### config.mk
export PLATFORM = sky130hd
export DESIGN_NAME = kmfq_front
export DESIGN_NICKNAME = d
export VERILOG_FILES = /design/src/design/kmfq_pkg.sv /design/src/design/kmfq_front.sv
export SDC_FILE = /design/constraint.sdc
export NUM_CORES = 1
export LEC_CHECK = 0
export ABC_AREA = 1
export ABC_CLOCK_PERIOD_IN_PS = 5500
export BUFFER_PORTS_ARGS = -buffer_cell sky130_fd_sc_hd__buf_2
export CAP_MARGIN = 10
export CELL_PAD_IN_SITES_DETAIL_PLACEMENT = 2
export CELL_PAD_IN_SITES_GLOBAL_PLACEMENT = 2
export CORE_ASPECT_RATIO = 1.25
export CORE_UTILIZATION = 37
export DETAILED_ROUTE_END_ITERATION = 8
export PLACE_DENSITY = 0.85
export SLEW_MARGIN = 20
export SYNTH_ARGS = -nofsm -noshare
export SYNTH_HDL_FRONTEND = slang
export SYNTH_SLANG_ARGS = --single-unit
### constraint.sdc
create_clock -name clk -period 5.5 [get_ports clk]
set_clock_uncertainty 0.2 [all_clocks]
set_input_delay 0.275 -clock clk [delete_from_list [all_inputs] [get_ports clk]]
set_output_delay 0.275 -clock clk [all_outputs]
set_load 0.05 [all_outputs]
### src/design/kmfq_pkg.sv
// shared types, sizes and codes for the keyed multi-queue block
// no dependencies; imported by every module of the block
package kmfq_pkg;

  // table and queue sizes
  localparam int NUM_OWNERS  = 16;
  localparam int QUEUE_DEPTH = 8;

  // derived widths
  localparam int SLOT_W  = $clog2(NUM_OWNERS);
  localparam int PTR_W   = $clog2(QUEUE_DEPTH);
  localparam int CNT_W   = $clog2(QUEUE_DEPTH + 1);
  localparam int ADDR_W  = $clog2(NUM_OWNERS * QUEUE_DEPTH);

  // fixed field widths of the request and result
  localparam int OPC_W   = 2;
  localparam int KEY_W   = 31;
  localparam int VAL_W   = 31;
  localparam int STAT_W  = 3;
  localparam int QCNT_W  = 4;
  localparam int SIDX_W  = 4;

  // depth of the command queue between front and back
  localparam int CMDQ_DEPTH = 2;
  localparam int CQ_PTR_W   = (CMDQ_DEPTH > 1) ? $clog2(CMDQ_DEPTH) : 1;
  localparam int CQ_CNT_W   = $clog2(CMDQ_DEPTH + 1);

  // opcodes
  localparam logic [OPC_W-1:0] OP_REGISTER = 2'd0;
  localparam logic [OPC_W-1:0] OP_ENQUEUE  = 2'd1;
  localparam logic [OPC_W-1:0] OP_DEQUEUE  = 2'd2;

  // result status codes
  localparam logic [STAT_W-1:0] ST_OK        = 3'd0;
  localparam logic [STAT_W-1:0] ST_FULL      = 3'd1;
  localparam logic [STAT_W-1:0] ST_EMPTY     = 3'd2;
  localparam logic [STAT_W-1:0] ST_NOT_FOUND = 3'd3;
  localparam logic [STAT_W-1:0] ST_NO_FREE   = 3'd4;

  // request payload
  typedef struct packed {
    logic [OPC_W-1:0] opcode;
    logic [KEY_W-1:0] owner_key;
    logic [VAL_W-1:0] entry_value;
  } kmfq_in_t;

  // result payload
  typedef struct packed {
    logic [STAT_W-1:0] status;
    logic [VAL_W-1:0]  head_value;
    logic [QCNT_W-1:0] queue_count;
    logic [SIDX_W-1:0] slot_index;
  } kmfq_out_t;

  // classified command handed from front to back
  typedef enum logic [1:0] {
    KIND_REPORT,
    KIND_CLAIM,
    KIND_PUSH,
    KIND_POP
  } cmd_kind_t;

  typedef struct packed {
    cmd_kind_t         kind;
    logic [STAT_W-1:0] status;
    logic [SLOT_W-1:0] slot;
    logic [VAL_W-1:0]  value;
  } kmfq_cmd_t;

endpackage

### src/design/kmfq_front.sv
// front end: owner key table, associative match and request classification
// depends on kmfq_pkg
module kmfq_front (
  input  logic              clk,
  input  logic              rst_n,
  input  logic              in_valid,
  input  kmfq_pkg::kmfq_in_t in_data,
  output logic              in_stall,
  input  logic              q_full,
  output logic              q_push,
  output kmfq_pkg::kmfq_cmd_t q_cmd
);
  import kmfq_pkg::*;

  logic [KEY_W-1:0]      key_r [NUM_OWNERS];
  logic [KEY_W-1:0]      search_key;
  logic [NUM_OWNERS-1:0] hit;
  logic                  hit_any;
  logic [SLOT_W-1:0]     hit_slot;

  // match against the table; a register request looks for a free slot
  always_comb begin
    search_key = (in_data.opcode == OP_REGISTER) ? '0 : in_data.owner_key;
    for (int i = 0; i < NUM_OWNERS; i++) begin
      hit[i] = (key_r[i] == search_key);
    end
    hit_any  = |hit;
    hit_slot = '0;
    for (int i = NUM_OWNERS - 1; i >= 0; i--) begin
      if (hit[i]) begin
        hit_slot = SLOT_W'(i);
      end
    end
  end

  // classify the request
  always_comb begin
    q_cmd.kind   = KIND_REPORT;
    q_cmd.status = ST_NOT_FOUND;
    q_cmd.slot   = hit_slot;
    q_cmd.value  = in_data.entry_value;
    if (in_data.owner_key != '0) begin
      case (in_data.opcode)
        OP_REGISTER: begin
          if (hit_any) q_cmd.kind = KIND_CLAIM;
          else         q_cmd.status = ST_NO_FREE;
        end
        OP_ENQUEUE: begin
          if (hit_any) q_cmd.kind = KIND_PUSH;
        end
        OP_DEQUEUE: begin
          if (hit_any) q_cmd.kind = KIND_POP;
        end
        default: ;
      endcase
    end
  end

  // handshake
  assign in_stall = q_full;
  assign q_push   = in_valid && !q_full;

  // claim the slot at accept time so later requests see the new owner
  always_ff @(posedge clk) begin
    if (!rst_n) begin
      for (int i = 0; i < NUM_OWNERS; i++) begin
        key_r[i] <= '0;
      end
    end else if (q_push && q_cmd.kind == KIND_CLAIM) begin
      key_r[q_cmd.slot] <= in_data.owner_key;
    end
  end

endmodule

==> flow_summary.json <==
{
  "first_global_vias": 22000,
  "finalNetCount": 2543,
  "grt_pass1_wl_mm": 160,
  "cts_buffer_depth": 3,
  "port_buffers": 47,
  "drive_gt1_share_pct": 13.1,
  "preCtsSetupSlack_ns": 0.164,
  "synth_nets": 2467,
  "clkLatencyLatePin_ns": 0.62,
  "io_pins": 110,
  "wl_mm": 113,
  "final_cells": 3378,
  "die_width_um": 235,
  "setup_viol": 0,
  "postCtsHoldBufs": 0,
  "cts_tree": "built",
  "cts.sinks": 496,
  "rsz0062_at_grt": "no",
  "worst_path_largest_cell_delay_ns": 0.41,
  "netlist_top_cells_area": "edfxtp_1 (59%), xor2_1 (13%), nor2_1 (7.9%)",
  "critPathArrivalTime_ns": 4.87,
  "ys_seq_area_share_pct": 59.4,
  "post_synth_inst_count": 2399,
  "drt_pass1_iterations": 7,
  "switchingPower_mw": 2.52,
  "synth_area_leader_cell": "edfxtp_1",
  "comb_power_share_pct": 11.3,
  "cp_slowest_cell": "nor2_1",
  "drt-initial-drc-count": 2156,
  "post-route-min-period_ns": 5.34,
  "clock.fmax_ghz": 0.187,
  "synth_area_um2": 25100,
  "dieArea_um2": 68800,
  "cp-start-kind": "input pin",
  "diodes": 0,
  "run_status": "finished, final reports clean",
  "power_mw": 9.06,
  "max_slew_margin_pct": 19.9,
  "worstPathRequired_ns": 5.03,
  "synth_cell_types": 40,
  "fp.dieH_um": 293,
  "cap_violations": 0,
  "syn_to_final_growth_pct": 13.1,
  "power.internal_mw": 6.54,
  "synth_edf_count": 496,
  "p_per_area_nw_per_um2": 320,
  "largest_reg_flops": 496,
  "grtUsageTotal_pct": 32.5,
  "rows": 106,
  "synth-warning-count": 0,
  "async_reset_ff_share_pct": 0,
  "pwr-share-seq_pct": 47.9,
  "ys.flop_type": "edfxtp_1",
  "layout_commonest_cell": "nor2_1",
  "clock_power_share_pct": 40.7,
  "place_inst": 3278,
  "h-tree-depth": 2,
  "top_regs": "key_r x496",
  "initial_core_util_pct": 37.4,
  "cp_common_cell": "nand2_1",
  "top_register": "key_r",
  "timing.final.max_slew_violations": 0,
  "critPathKind": "in -> out",
  "synth_top_cell_area_share_pct": 59.4,
  "irDropWorstVdd_mv": 0.257,
  "critPathCaptureType": "output pin",
  "path_clk_slew_ns": 0.06,
  "finalWorstSetupSlack_ns": 0.156,
  "hp-class": "in -> reg",
  "hold_viol": 0,
  "p_leak_nw": 11.7,
  "dpl_cell_area_um2": 26600,
  "cts_root_buf": "clkbuf_16",
  "finalInstanceArea_um2": 28300,
  "setup_tns_ns": 0,
  "sw_frac_of_total_pct": 27.8,
  "drc": 0,
  "grt_overflow": 0,
  "core_um2": 67000,
  "routedWlPerCell_um": 33.4,
  "worst-slew-pin-transition_ns": 1.20,
  "num_vias": 20000,
  "avgSynthCellArea_um2": 10.4,
  "fin_crit_sh_pct": 97.2,
  "critPathMaxFanout": 22,
  "antenna_found_initial": 0,
  "ys_ff_latch": 496,
  "hpwl_mm": 70.7,
  "grt_max_degree": 32,
  "place_congestion": 0.887,
  "final_cell_mix": "nor2_1 (523), edfxtp_1 (496), xor2_1 (360)",
  "cts_buffers": 52,
  "ant_nets": 0,
  "vias_per_cell": 5.91
}
cell usage after synthesis, drive strengths merged (30+ instances only):
cell	number
nor2	553
edfxtp	496
nand2	366
xor2	360
inv	138
buf	105
nor3	78
nand4	57
nor4	48
clkbuf	45
nand3	33
xnor2	30
critical path, delay by kind of cell:
| kind | cells | cell delay, ns |
|---|---|---|
| simple gates | 24 | 3.25 |
| buf+inv | 6 | 1.30 |
final timing paths:
kind | cells past startpoint | endpoint | start | slack [ns]
setup / recovery | 30 | q_cmd[31] | in_data[63] | 0.16
hold / removal | 2 | key_r[0][27] | rst_n | 0.14
hold reg to reg | 10 | key_r[3][21] | key_r[1][5] | 1.41
setup reg to reg | 25 | key_r[4][0] | key_r[15][25] | 1.08
power by group through the flow:
stage | Sequential [mW] | Combinational [mW] | Clock (mW)
2_1_floorplan | 4.39 | 0.569 | 0
3_3_place_gp | 4.40 | 0.894 | 0
3_5_place_dp | 4.42 | 0.954 | 0
4_1_cts | 4.34 | 0.989 | 3.69
5_1_grt | 4.35 | 1.05 | 3.79
6_report | 4.34 | 1.03 | 3.69
what timing repair did:
item,in CTS,in global routing
resized for setup,0,4
endpoints found under the setup margin,0,1
setup buffers,0,7
hold endpoints to repair,0,0
metal layers:
layer	up-vias	track usage [%]	wire length [µm]
met5	-	0	0
met4	0	25.0	9500
met3	408	5.86	9240
met2	1240	55.5	55200
met1	10300	36.1	39100
li1	7984	-	-
stage by stage:
stage,util (%),hold slack (ns)
after floorplan,-,0.328
after global placement,39.7,0.350
after detailed placement,39.7,0.350
after CTS,42.2,0.109
after global routing,42.3,0.141
final,42.3,0.143
final cells by class:
type | count | area (µm²)
flip-flops and latches | 496 | 14900
clock buffers | 58 | 1320
fillers | 6864 | 38600
inverters | 163 | 612
repair buffers | 172 | 1290
multi-input cells | 1590 | 8780
clock inverters | 35 | 353
well taps | 864 | 1080
logic make-up (layout without fill, tap and decap cells):
logic type,after synthesis,count (layout),synth area share [%]
buffers and inverters,313,428,5.70
XOR/XNOR,390,390,13.6
flip-flops,496,496,59.4
AND/OR/NAND/NOR,1171,1171,20.5
AO/OA/AOI/OAI,29,29,0.734
(Power assumes the default switching activity.)
