`config.mk`:
```
export PLATFORM = sky130hd
export DESIGN_NAME = kmfq_cmd_queue
export DESIGN_NICKNAME = d
export VERILOG_FILES = /design/src/design/kmfq_pkg.sv /design/src/design/kmfq_cmd_queue.sv
export SDC_FILE = /design/constraint.sdc
export NUM_CORES = 1
export LEC_CHECK = 0
export BUFFER_PORTS_ARGS = -buffer_cell sky130_fd_sc_hd__buf_2
export CAP_MARGIN = 40
export CELL_PAD_IN_SITES_DETAIL_PLACEMENT = 1
export CELL_PAD_IN_SITES_GLOBAL_PLACEMENT = 1
export CORE_MARGIN = 3
export CORE_UTILIZATION = 39
export CTS_CLUSTER_SIZE = 10
export DETAILED_ROUTE_END_ITERATION = 8
export GPL_ROUTABILITY_DRIVEN = 0
export HOLD_SLACK_MARGIN = 0.03
export PLACE_DENSITY_LB_ADDON = 0.1
export SLEW_MARGIN = 10
export SYNTH_ARGS = -nofsm -noshare
export SYNTH_HDL_FRONTEND = slang
export SYNTH_SLANG_ARGS = --single-unit
```
`constraint.sdc`:
```
create_clock -name clk -period 3.4 [get_ports clk]
set_input_delay 1.02 -clock clk [delete_from_list [all_inputs] [get_ports clk]]
set_output_delay 1.02 -clock clk [all_outputs]
set_load 0.01 [all_outputs]
```
`src/design/kmfq_pkg.sv`:
```
// shared types, sizes and codes for the keyed multi-queue block
// no dependencies; imported by every module of the block
package kmfq_pkg;

  // table and queue sizes
  localparam int NUM_OWNERS  = 16;
  localparam int QUEUE_DEPTH = 8;

  // derived widths
  localparam int SLOT_W  = $clog2(NUM_OWNERS);
  localparam int PTR_W   = $clog2(QUEUE_DEPTH);
  localparam int CNT_W   = $clog2(QUEUE_DEPTH + 1);
  localparam int ADDR_W  = $clog2(NUM_OWNERS * QUEUE_DEPTH);

  // fixed field widths of the request and result
  localparam int OPC_W   = 2;
  localparam int KEY_W   = 31;
  localparam int VAL_W   = 31;
  localparam int STAT_W  = 3;
  localparam int QCNT_W  = 4;
  localparam int SIDX_W  = 4;

  // depth of the command queue between front and back
  localparam int CMDQ_DEPTH = 2;
  localparam int CQ_PTR_W   = (CMDQ_DEPTH > 1) ? $clog2(CMDQ_DEPTH) : 1;
  localparam int CQ_CNT_W   = $clog2(CMDQ_DEPTH + 1);

  // opcodes
  localparam logic [OPC_W-1:0] OP_REGISTER = 2'd0;
  localparam logic [OPC_W-1:0] OP_ENQUEUE  = 2'd1;
  localparam logic [OPC_W-1:0] OP_DEQUEUE  = 2'd2;

  // result status codes
  localparam logic [STAT_W-1:0] ST_OK        = 3'd0;
  localparam logic [STAT_W-1:0] ST_FULL      = 3'd1;
  localparam logic [STAT_W-1:0] ST_EMPTY     = 3'd2;
  localparam logic [STAT_W-1:0] ST_NOT_FOUND = 3'd3;
  localparam logic [STAT_W-1:0] ST_NO_FREE   = 3'd4;

  // request payload
  typedef struct packed {
    logic [OPC_W-1:0] opcode;
    logic [KEY_W-1:0] owner_key;
    logic [VAL_W-1:0] entry_value;
  } kmfq_in_t;

  // result payload
  typedef struct packed {
    logic [STAT_W-1:0] status;
    logic [VAL_W-1:0]  head_value;
    logic [QCNT_W-1:0] queue_count;
    logic [SIDX_W-1:0] slot_index;
  } kmfq_out_t;

  // classified command handed from front to back
  typedef enum logic [1:0] {
    KIND_REPORT,
    KIND_CLAIM,
    KIND_PUSH,
    KIND_POP
  } cmd_kind_t;

  typedef struct packed {
    cmd_kind_t         kind;
    logic [STAT_W-1:0] status;
    logic [SLOT_W-1:0] slot;
    logic [VAL_W-1:0]  value;
  } kmfq_cmd_t;

endpackage

```
`src/design/kmfq_cmd_queue.sv`:
```
// short command queue that decouples the front end from the back end
// depends on kmfq_pkg
module kmfq_cmd_queue (
  input  logic                clk,
  input  logic                rst_n,
  input  logic                push,
  input  kmfq_pkg::kmfq_cmd_t push_cmd,
  output logic                full,
  input  logic                pop,
  output kmfq_pkg::kmfq_cmd_t pop_cmd,
  output logic                not_empty
);
  import kmfq_pkg::*;

  kmfq_cmd_t            cmd_r [CMDQ_DEPTH];
  logic [CQ_PTR_W-1:0]  wr_ptr_r, wr_ptr_nxt;
  logic [CQ_PTR_W-1:0]  rd_ptr_r, rd_ptr_nxt;
  logic [CQ_CNT_W-1:0]  count_r, count_nxt;

  assign full      = (count_r == CQ_CNT_W'(CMDQ_DEPTH));
  assign not_empty = (count_r != '0);
  assign pop_cmd   = cmd_r[rd_ptr_r];

  // pointer and count updates
  always_comb begin
    wr_ptr_nxt = wr_ptr_r;
    rd_ptr_nxt = rd_ptr_r;
    count_nxt  = count_r;
    if (push) begin
      wr_ptr_nxt = (wr_ptr_r == CQ_PTR_W'(CMDQ_DEPTH - 1)) ? '0 : wr_ptr_r + 1'b1;
    end
    if (pop) begin
      rd_ptr_nxt = (rd_ptr_r == CQ_PTR_W'(CMDQ_DEPTH - 1)) ? '0 : rd_ptr_r + 1'b1;
    end
    if (push && !pop) count_nxt = count_r + 1'b1;
    else if (pop && !push) count_nxt = count_r - 1'b1;
  end

  always_ff @(posedge clk) begin
    if (!rst_n) begin
      wr_ptr_r <= '0;
      rd_ptr_r <= '0;
      count_r  <= '0;
    end else begin
      wr_ptr_r <= wr_ptr_nxt;
      rd_ptr_r <= rd_ptr_nxt;
      count_r  <= count_nxt;
    end
  end

  // storage
  always_ff @(posedge clk) begin
    if (push) begin
      cmd_r[wr_ptr_r] <= push_cmd;
    end
  end

endmodule

```
==> reports/results.tsv <==
stage	metric	value	unit
layout	commonest non-fill, non-tap cell in the layout	buf_2	
run	Max-cap violations	0	
placed_design	port buffer count	85	
clock_network	setup bufs post-CTS	0	
placed_design	dpl ws	865	ps
global_routing	vias in the first global route	1787	
layout	share of layout cells above drive strength 1	0.599	
min_path	HP Class	reg -> reg	
detailed_routing	antenna viol nets, final	0	
power_and_ir_drop	Worst VDD drop	0.000280	V
detailed_routing	DRC violation count after routing	0	
sta	Tmin final	2860	ps
sta	relative slew slack	0.551	
placed_design	Post-DP HPWL	4110	um
synthesis	Post-Syn Instances	146	
detailed_routing	Pre-Repair DR Iteration Count	4	
power_and_ir_drop	leakage	1.46	nW
clock_network	clk_lat worst skew	340	ps
layout	Area growth, synth to finish	24.5	%
worst_setup_path	Largest delay share family, worst path	flip-flops	
clock_network	H-tree Lvls	3	
sta	Final Worst Setup Slack	539	ps
layout	antenna diode count	0	
floorplanning	Die Span Y	95.1	um
clock_network	total clock sinks	85	
worst_setup_path	critical path data required time	2380	ps
floorplanning	DIE AREA	0.00904	sq mm
power_and_ir_drop	Pint	1.66	mW
layout	commonest non-fill, non-tap cells in the layout	buf_2 (85), edfxtp_1 (80), mux2_2 (40), clkbuf_8 (9), buf_4 (5)	
detailed_routing	DR WL/cell	17.1	um
worst_setup_path	crit path capture type	primary output	
sta	final worst path period share	0.841	
clock_network	cts hold-fix bufs	0	
sta	max-slew violation count	0	
floorplanning	Die W	95.1	um
power_and_ir_drop	Comb power frac	0.111	
sta	Highest Clock Rate	350	MHz
placed_design	dpl cells	331	
clock_network	# resized after CTS	0	
sta	Final Hold Vio Count	0	
power_and_ir_drop	switch share	0.220	
global_routing	grt ovf	0	
global_routing	global-route wire length before repair	9070	um
global_routing	Total Routing Usage GR	0.139	
layout	fin cells	346	
floorplanning	Core Region	0.00749	sq mm
sta	RSZ-0062 raised after global routing	no	
floorplanning	Initial Utilization	0.413	
synthesis	post-synthesis cell type count	16	
worst_setup_path	slowest CP cell	dfxtp_2	
power_and_ir_drop	clock network power share	0.309	
detailed_routing	final WL	5920	um
sta	setup_tns	0	ps
detailed_routing	total vias in the final route	1630	
layout	Post-Layout Inst Area	0.00385	sq mm
sta	clk_skew	6.74	ps
detailed_routing	Vias/cell	4.71	
synthesis	Yosys reg bits	85	
power_and_ir_drop	share of power burned in registers	0.580	
worst_setup_path	buffers plus inverters on the worst setup path	2	
worst_setup_path	Setup CP Type	reg -> out	
synthesis	Synth area leaders	edfxtp_1 (78%), mux2_2 (15%), dfxtp_1 (3.2%)	
worst_setup_path	Critical Path AT	1840	ps
synthesis	Synth top area share	0.776	
run_status	outcome	complete, no violations	
synthesis	Cell Area, Synth	0.00309	sq mm
placed_design	Post-DP Area	0.00367	sq mm
synthesis	Syn Area/Cell	21.2	sq um
power_and_ir_drop	Psw	466	uW
worst_setup_path	startpoint types	flip-flop	
worst_setup_path	crit-path cells	buf_4, mux2_2, buf_2	
clock_network	Clock Pin Slew Worst Setup and Hold Paths	70	ps
sta	# setup viols final	0	
clock_network	number of buffers created by CTS	9	
layout	nets@finish	288	
worst_setup_path	CP max FO	21	
clock_network	CTS tree	done	
synthesis	Post-Syn Nets	191	
global_routing	largest net degree at the start of global routing	27	
clock_network	Max Buffers Root-to-Sink	2	
sta	Worst Hold Margin	496	ps
floorplanning	# rows	31	
sta	Slew @ Worst Pin	673	ps
synthesis	Yosys top cell by area	edfxtp_1	
floorplanning	I/O pin total	86	
synthesis	sequential element share of the synthesized area	0.809	
global_routing	antenna violations before repair	0	
synthesis	Synthesis Warnings	0	
clock_network	CTS root buf	clkbuf_8	
detailed_routing	Iter 0 DRT Violations	48	
power_and_ir_drop	pwr/cell area	552	mW/mm^2
worst_setup_path	crit-path max cell delay	680	ps
[synthesized netlist by cell type]
library cell,count
o21a_1,1
o21ai_0,1
a21boi_1,1
edfxtp_1,80
ha_1,1
and2_1,4
and2b_2,1
xnor2_1,1
nor2b_1,2
or2_2,1
mux2_2,40
dfxtp_1,5
buf_2,4
xor2_1,2
or3_1,1
inv_1,1
[final timing paths]
path	from	endpoint	slack, ps	depth (start not counted)
hold / removal	count_r[1]	count_r[1]	500	2
setup reg to reg	wr_ptr_r	cmd_r[1][33]	1720	2
setup / recovery	flip-flop	pop_cmd[34]	540	3
hold reg to reg	count_r[1]	count_r[1]	500	2
[flip-flops by register name (all words and copies together) (netlist names), named ones only]
name,cells
wr_ptr_r,1
rd_ptr_r,1
count_r,2
cmd_r,80
[power groups by stage]
stage | Sequential, mW | Clock [mW] | Combinational [mW]
2_1_floorplan | 1.24 | 0 | 0.140
3_3_place_gp | 1.25 | 0 | 0.232
3_5_place_dp | 1.26 | 0 | 0.240
4_1_cts | 1.23 | 0.682 | 0.242
5_1_grt | 1.24 | 0.723 | 0.259
6_report | 1.23 | 0.657 | 0.236
[worst reg2reg max path: cells and delay by family (launching register included)]
kind          cells  cell delay [ps]
simple gates      1              600
buf+inv           1              370
flops             1              390
[logic make-up after synthesis]
logic type      count (synthesis)  share of synthesized area
fa+ha+maj                       1                    0.00404
xor+xnor                        3                    0.00849
mux                            40                      0.146
buf+inv                         5                    0.00768
simple gates                    9                     0.0190
flops                          85                      0.809
compound gates                  3                    0.00647
[per-stage QoR]
step | utilization | total power [mW]
floorplan | - | 1.38
global placement | 0.490 | 1.48
detailed placement | 0.490 | 1.50
CTS | 0.514 | 2.16
global route | 0.514 | 2.22
finish | 0.514 | 2.12
[per-layer routing]
metal  track usage  part of all wire
met4        0.0613             0.017
met1         0.163              0.40
met2         0.238              0.53
met3        0.0371             0.052
met5             0                 0
[final cells by class]
type	instances	area (sq um)
Clock buffer	10	128
Multi-Input combinational cell	56	577
Clock inverter	5	52.6
Tap cell	99	124
Timing Repair Buffer	90	463
Inverter	1	3.75
Fill cell	739	3630
Sequential cell	85	2500
No activity file was read; power rests on OpenSTA's default activity.
