### src/design/kmfq_pkg.sv
// shared types, sizes and codes for the keyed multi-queue block
// no dependencies; imported by every module of the block
package kmfq_pkg;

  // table and queue sizes
  localparam int NUM_OWNERS  = 16;
  localparam int QUEUE_DEPTH = 8;

  // derived widths
  localparam int SLOT_W  = $clog2(NUM_OWNERS);
  localparam int PTR_W   = $clog2(QUEUE_DEPTH);
  localparam int CNT_W   = $clog2(QUEUE_DEPTH + 1);
  localparam int ADDR_W  = $clog2(NUM_OWNERS * QUEUE_DEPTH);

  // fixed field widths of the request and result
  localparam int OPC_W   = 2;
  localparam int KEY_W   = 31;
  localparam int VAL_W   = 31;
  localparam int STAT_W  = 3;
  localparam int QCNT_W  = 4;
  localparam int SIDX_W  = 4;

  // depth of the command queue between front and back
  localparam int CMDQ_DEPTH = 2;
  localparam int CQ_PTR_W   = (CMDQ_DEPTH > 1) ? $clog2(CMDQ_DEPTH) : 1;
  localparam int CQ_CNT_W   = $clog2(CMDQ_DEPTH + 1);

  // opcodes
  localparam logic [OPC_W-1:0] OP_REGISTER = 2'd0;
  localparam logic [OPC_W-1:0] OP_ENQUEUE  = 2'd1;
  localparam logic [OPC_W-1:0] OP_DEQUEUE  = 2'd2;

  // result status codes
  localparam logic [STAT_W-1:0] ST_OK        = 3'd0;
  localparam logic [STAT_W-1:0] ST_FULL      = 3'd1;
  localparam logic [STAT_W-1:0] ST_EMPTY     = 3'd2;
  localparam logic [STAT_W-1:0] ST_NOT_FOUND = 3'd3;
  localparam logic [STAT_W-1:0] ST_NO_FREE   = 3'd4;

  // request payload
  typedef struct packed {
    logic [OPC_W-1:0] opcode;
    logic [KEY_W-1:0] owner_key;
    logic [VAL_W-1:0] entry_value;
  } kmfq_in_t;

  // result payload
  typedef struct packed {
    logic [STAT_W-1:0] status;
    logic [VAL_W-1:0]  head_value;
    logic [QCNT_W-1:0] queue_count;
    logic [SIDX_W-1:0] slot_index;
  } kmfq_out_t;

  // classified command handed from front to back
  typedef enum logic [1:0] {
    KIND_REPORT,
    KIND_CLAIM,
    KIND_PUSH,
    KIND_POP
  } cmd_kind_t;

  typedef struct packed {
    cmd_kind_t         kind;
    logic [STAT_W-1:0] status;
    logic [SLOT_W-1:0] slot;
    logic [VAL_W-1:0]  value;
  } kmfq_cmd_t;

endpackage

### src/design/kmfq_back.sv
// back end: per-queue pointers and counts, entry memory, result register
// depends on kmfq_pkg
module kmfq_back (
  input  logic                clk,
  input  logic                rst_n,
  input  logic                cmd_valid,
  input  kmfq_pkg::kmfq_cmd_t cmd,
  output logic                cmd_pop,
  output logic                out_valid,
  input  logic                out_stall,
  output kmfq_pkg::kmfq_out_t out_data
);
  import kmfq_pkg::*;

  // per-queue state
  logic [CNT_W-1:0] cnt_r [NUM_OWNERS];
  logic [PTR_W-1:0] rp_r  [NUM_OWNERS];
  logic [PTR_W-1:0] wp_r  [NUM_OWNERS];

  // entry memory
  logic [VAL_W-1:0] mem [NUM_OWNERS * QUEUE_DEPTH];
  logic [VAL_W-1:0] rd_data_r;

  // execute stage and output register
  logic      x_valid_r, x_valid_nxt;
  kmfq_out_t x_res_r;
  logic      x_mem_r;
  logic      out_valid_r, out_valid_nxt;
  kmfq_out_t out_data_r;

  logic             exec, x_adv;
  logic [CNT_W-1:0] cur_cnt, new_cnt;
  logic [PTR_W-1:0] cur_rp, cur_wp, new_rp, new_wp;
  logic             upd, mem_we, mem_re;
  logic [ADDR_W-1:0] waddr, raddr;
  kmfq_out_t        res;

  function automatic logic [PTR_W-1:0] ptr_inc(input logic [PTR_W-1:0] p);
    return (p == PTR_W'(QUEUE_DEPTH - 1)) ? '0 : p + 1'b1;
  endfunction

  // flow control
  assign x_adv   = x_valid_r && (!out_valid_r || !out_stall);
  assign exec    = cmd_valid && (!x_valid_r || x_adv);
  assign cmd_pop = exec;

  assign cur_cnt = cnt_r[cmd.slot];
  assign cur_rp  = rp_r[cmd.slot];
  assign cur_wp  = wp_r[cmd.slot];
  assign waddr   = ADDR_W'(cmd.slot) * ADDR_W'(QUEUE_DEPTH) + ADDR_W'(cur_wp);
  assign raddr   = ADDR_W'(cmd.slot) * ADDR_W'(QUEUE_DEPTH) + ADDR_W'(cur_rp);

  // command execution
  always_comb begin
    res.status      = cmd.status;
    res.head_value  = '0;
    res.queue_count = '0;
    res.slot_index  = '0;
    new_cnt = cur_cnt;
    new_rp  = cur_rp;
    new_wp  = cur_wp;
    upd     = 1'b0;
    mem_we  = 1'b0;
    mem_re  = 1'b0;
    case (cmd.kind)
      KIND_CLAIM: begin
        res.status     = ST_OK;
        res.slot_index = SIDX_W'(cmd.slot);
        new_cnt = '0;
        new_rp  = '0;
        new_wp  = '0;
        upd     = 1'b1;
      end
      KIND_PUSH: begin
        res.slot_index = SIDX_W'(cmd.slot);
        if (cur_cnt == CNT_W'(QUEUE_DEPTH)) begin
          res.status      = ST_FULL;
          res.queue_count = QCNT_W'(cur_cnt);
        end else begin
          res.status      = ST_OK;
          new_cnt         = cur_cnt + 1'b1;
          new_wp          = ptr_inc(cur_wp);
          res.queue_count = QCNT_W'(new_cnt);
          upd             = 1'b1;
          mem_we          = 1'b1;
        end
      end
      KIND_POP: begin
        res.slot_index = SIDX_W'(cmd.slot);
        if (cur_cnt == '0) begin
          res.status = ST_EMPTY;
        end else begin
          res.status      = ST_OK;
          new_cnt         = cur_cnt - 1'b1;
          new_rp          = ptr_inc(cur_rp);
          res.queue_count = QCNT_W'(new_cnt);
          upd             = 1'b1;
          mem_re          = 1'b1;
        end
      end
      default: ;
    endcase
  end

  // pointer and count update
  always_ff @(posedge clk) begin
    if (!rst_n) begin
      for (int i = 0; i < NUM_OWNERS; i++) begin
        cnt_r[i] <= '0;
        rp_r[i]  <= '0;
        wp_r[i]  <= '0;
      end
    end else if (exec && upd) begin
      cnt_r[cmd.slot] <= new_cnt;
      rp_r[cmd.slot]  <= new_rp;
      wp_r[cmd.slot]  <= new_wp;
    end
  end

  // entry memory, registered read
  always_ff @(posedge clk) begin
    if (exec && mem_we) begin
      mem[waddr] <= cmd.value;
    end
    if (exec && mem_re) begin
      rd_data_r <= mem[raddr];
    end
  end

  // execute stage and output register control
  always_comb begin
    x_valid_nxt = x_valid_r;
    if (exec) x_valid_nxt = 1'b1;
    else if (x_adv) x_valid_nxt = 1'b0;
    out_valid_nxt = out_valid_r;
    if (x_adv) out_valid_nxt = 1'b1;
    else if (!out_stall) out_valid_nxt = 1'b0;
  end

  always_ff @(posedge clk) begin
    if (!rst_n) begin
      x_valid_r   <= 1'b0;
      out_valid_r <= 1'b0;
    end else begin
      x_valid_r   <= x_valid_nxt;
      out_valid_r <= out_valid_nxt;
    end
  end

  // payload registers
  always_ff @(posedge clk) begin
    if (exec) begin
      x_res_r <= res;
      x_mem_r <= mem_re;
    end
    if (x_adv) begin
      out_data_r <= '{status:      x_res_r.status,
                      head_value:  x_mem_r ? rd_data_r : VAL_W'(0),
                      queue_count: x_res_r.queue_count,
                      slot_index:  x_res_r.slot_index};
    end
  end

  assign out_valid = out_valid_r;
  assign out_data  = out_data_r;

endmodule

### config.mk
export PLATFORM = sky130hd
export DESIGN_NAME = kmfq_back
export DESIGN_NICKNAME = d
export VERILOG_FILES = /design/src/design/kmfq_pkg.sv /design/src/design/kmfq_back.sv
export SDC_FILE = /design/constraint.sdc
export NUM_CORES = 2
export LEC_CHECK = 0
export ABC_CLOCK_PERIOD_IN_PS = 7750
export BUFFER_PORTS_ARGS = -buffer_cell sky130_fd_sc_hd__buf_2
export CORE_MARGIN = 4
export CORE_UTILIZATION = 40
export CTS_BUF_LIST = sky130_fd_sc_hd__clkbuf_4 sky130_fd_sc_hd__clkbuf_8
export DETAILED_ROUTE_END_ITERATION = 6
export PLACE_DENSITY = 0.52
export SYNTH_ARGS = -nofsm -noshare
export SYNTH_HDL_FRONTEND = slang
export SYNTH_MEMORY_MAX_BITS = 65536
export SYNTH_SLANG_ARGS = --single-unit
### constraint.sdc
create_clock -name clk -period 7.75 [get_ports clk]
set_clock_uncertainty 0.15 [all_clocks]
set_input_delay 1.55 -clock clk [delete_from_list [all_inputs] [get_ports clk]]
set_output_delay 1.55 -clock clk [all_outputs]
set_load 0.01 [all_outputs]
==> results.ini <==
[clock_tree]
clk_pin_slew_ns=0.07
worstSkewPairLatency_ns=1.25
cts_setup_buffers=0
cts-htree-levels=6
cts_tree=done
root_buffer=clkbuf_8
clk_path_buf_depth=4
cts-resized-gates=0
numCtsBuffers=699
cts.sinks=4215
cts_hold_buf=0

[yosys]
ys_seq_area_share_pct=77.02
yosysWarnings=0
yosysUniqueCellTypes=50
syn_area_per_cell_um2=15.47
synth.most_common_cell=edfxtp_1
async_flop_share_pct=0
synth_area_leaders=edfxtp_1 77%, nand2_1 5.8%, mux4_2 4.9%, nand3_1 3.3%, a31oi_1 1.1%
syn_nets=10680
syn_area_um2=164300
synth_edf_count=4213
synth_top_area_share_pct=76.99
ys_top_cells_by_count=4213 x edfxtp_1, 2533 x nand2_1, 1074 x nand3_1, 418 x clkbuf_1, 355 x mux4_2
netlist.top_cell.by_area=edfxtp_1
synth_seq_cells=4215
syn_inst=10620
synth_flop_cell=edfxtp_1

[sta]
tightest_slew_ns=1.359
max_freq_ghz=0.1646
finalHoldViolations=0
rsz0062_at_grt=false
fin_crit_sh_pct=78.37
maxSlewHeadroom_pct=8.572
hold_ws_ns=0.2670
drv_slew=0
final-setup-viol-count=0
min_period_ns=6.074
setup_tns_ns=0

[placed_design]
io_buffers=87
dp.cells=15930
postPlaceCellArea_um2=174500
dp_hpwl_um=291900
place.gp.congestion=0.8376

[die]
die_h_um=648.9
die_area_um2=421100
start_util_pct=40.12
dieWidth_um=648.9
rows=235
core_um2=409600
ios=88

[worst_setup_path]
max_stage_delay_ns=1.03
cp_slowest_cell=a2111oi_0
startpoint_type=input port
critical_path_class=in2reg
crit_arrival_ns=6.91
end_kind=flip-flop
worstPathMaxFanout=71
path_cells=buf_2, clkinv_1, mux4_2, mux2i_4, buf_12, inv_8, buf_4, mux4_2, nand3_1, nand3_1, a2111oi_0, buf_4, nor4_1
crit_required_ns=8.59

[layout]
final_cells=17220
drive_above_1_share_pct=18.15
final_area_um2=187700
nFillCells=35560
seq_area_um2=126600
syn2layout_area_growth_pct=14.24
nNetsFinal=11230
multi_input_area_um2=36190

[global_routing]
first_global_vias=96570
grt_pass1_wl_um=741500
grt-ovfl-total=0
antenna_found_initial=46
grt_use_total_pct=24.48
grt_max_degree=132

[run_status]
status=finished, final reports clean

[drt]
via_count=99980
final_antenna_net_count=0
vias_per_cell=5.806
avgRoutedWirePerCell_um=30.73
drt_iter0_drc=12680
drc_errors=0
first_pass_iters=6
routed_wl_um=529200

[power]
ir_worst_vdd_uv=201.9
total_leakage_power_uw=0.06039
powerDensity_nw_per_um2=258.8

[run]
cap_violations=0

[hold_path]
hold_class=reg2reg

critical path: cells and delay by family:
| family | cells | cell delay (ns) |
|---|---|---|
| AO/OA/AOI/OAI | 1 | 1.03 |
| buffers and inverters | 6 | 2.83 |
| multiplexers | 3 | 1.03 |
| AND/OR/NAND/NOR | 3 | 0.28 |
cells in the final DEF (no fill, tap or decap), types with 62 or more instances in the layout:
cell type,n
mux4_2,355
nand4_1,249
nand3_1,1074
edfxtp_1,4213
nand2_1,2519
mux2i_1,156
nor2_1,175
a31oi_1,277
a41oi_1,63
a32oi_1,187
and3_1,123
diode_2,62
buf_4,378
nor2_4,138
clkbuf_8,713
buf_12,85
clkbuf_4,230
clkinv_1,185
per-stage QoR:
step                power [uW]  util [%]  setup slack [ns]
floorplan                28150         -             1.673
global placement         30230     42.58           -0.4506
detailed placement       30280     42.60            0.3856
CTS                      48930     45.79             1.748
global route             50280     45.82             1.547
finish                   48570     45.83             1.676
worst paths after layout:
kind,to,cells after the start,slack [ns],startpoint
worst min-delay path,out_data[1]$_DFFE_PP_,0,0.27,x_res_r[1]$_SDFFCE_PP0P_
worst max-delay path,rd_data_r[9]$_DFFE_PP_,13,1.68,cmd[31]
worst min register to register,out_data[1]$_DFFE_PP_,0,0.27,x_res_r[1]$_SDFFCE_PP0P_
worst max register to register,rd_data_r[9]$_DFFE_PP_,14,2.60,rp_r[0][0]$_SDFFCE_PN0P_
state kept, by name, indices dropped and copies added (netlist names):
signal     flops
rd_data_r     31
out_data      42
x_mem_r        1
x_valid_r      1
rp_r          48
cnt_r         64
wp_r          48
out_valid      1
x_res_r       11
mem         3968
layer usage:
layer | track usage (%) | share of wire (%)
met4 | 7.756 | 3.3
met2 | 39.46 | 47
met5 | 0 | 0.0098
met3 | 3.654 | 8.0
met1 | 34.32 | 41
cells by family (layout without fill, tap and decap cells):
kind of cell	after synthesis	in the layout	share of synthesized area [%]
buffers and inverters	684	1768	1.731
other	0	62	0
adder cells (fa/ha/maj)	10	10	0.07614
AO/OA/AOI/OAI	715	715	3.399
flip-flops	4215	4215	77.02
multiplexers	523	523	5.903
AND/OR/NAND/NOR	4471	4471	11.85
XOR/XNOR	4	4	0.02132
where the power goes:
group          switching (uW)  internal [uW]
clock network            8920           9830
registers                38.5          25200
logic                    3260           1340
total                   12200          36400
cell type report:
type	count	area share, %
tap	5451	3.633
multi-input combinational	5723	19.28
clock buffer	943	6.147
inverter	16	0.03999
antenna	62	0.08265
sequential	4215	67.41
timing repair buffer	521	2.579
clock inverter	288	0.8258
Power figures use the tool's default switching activity.
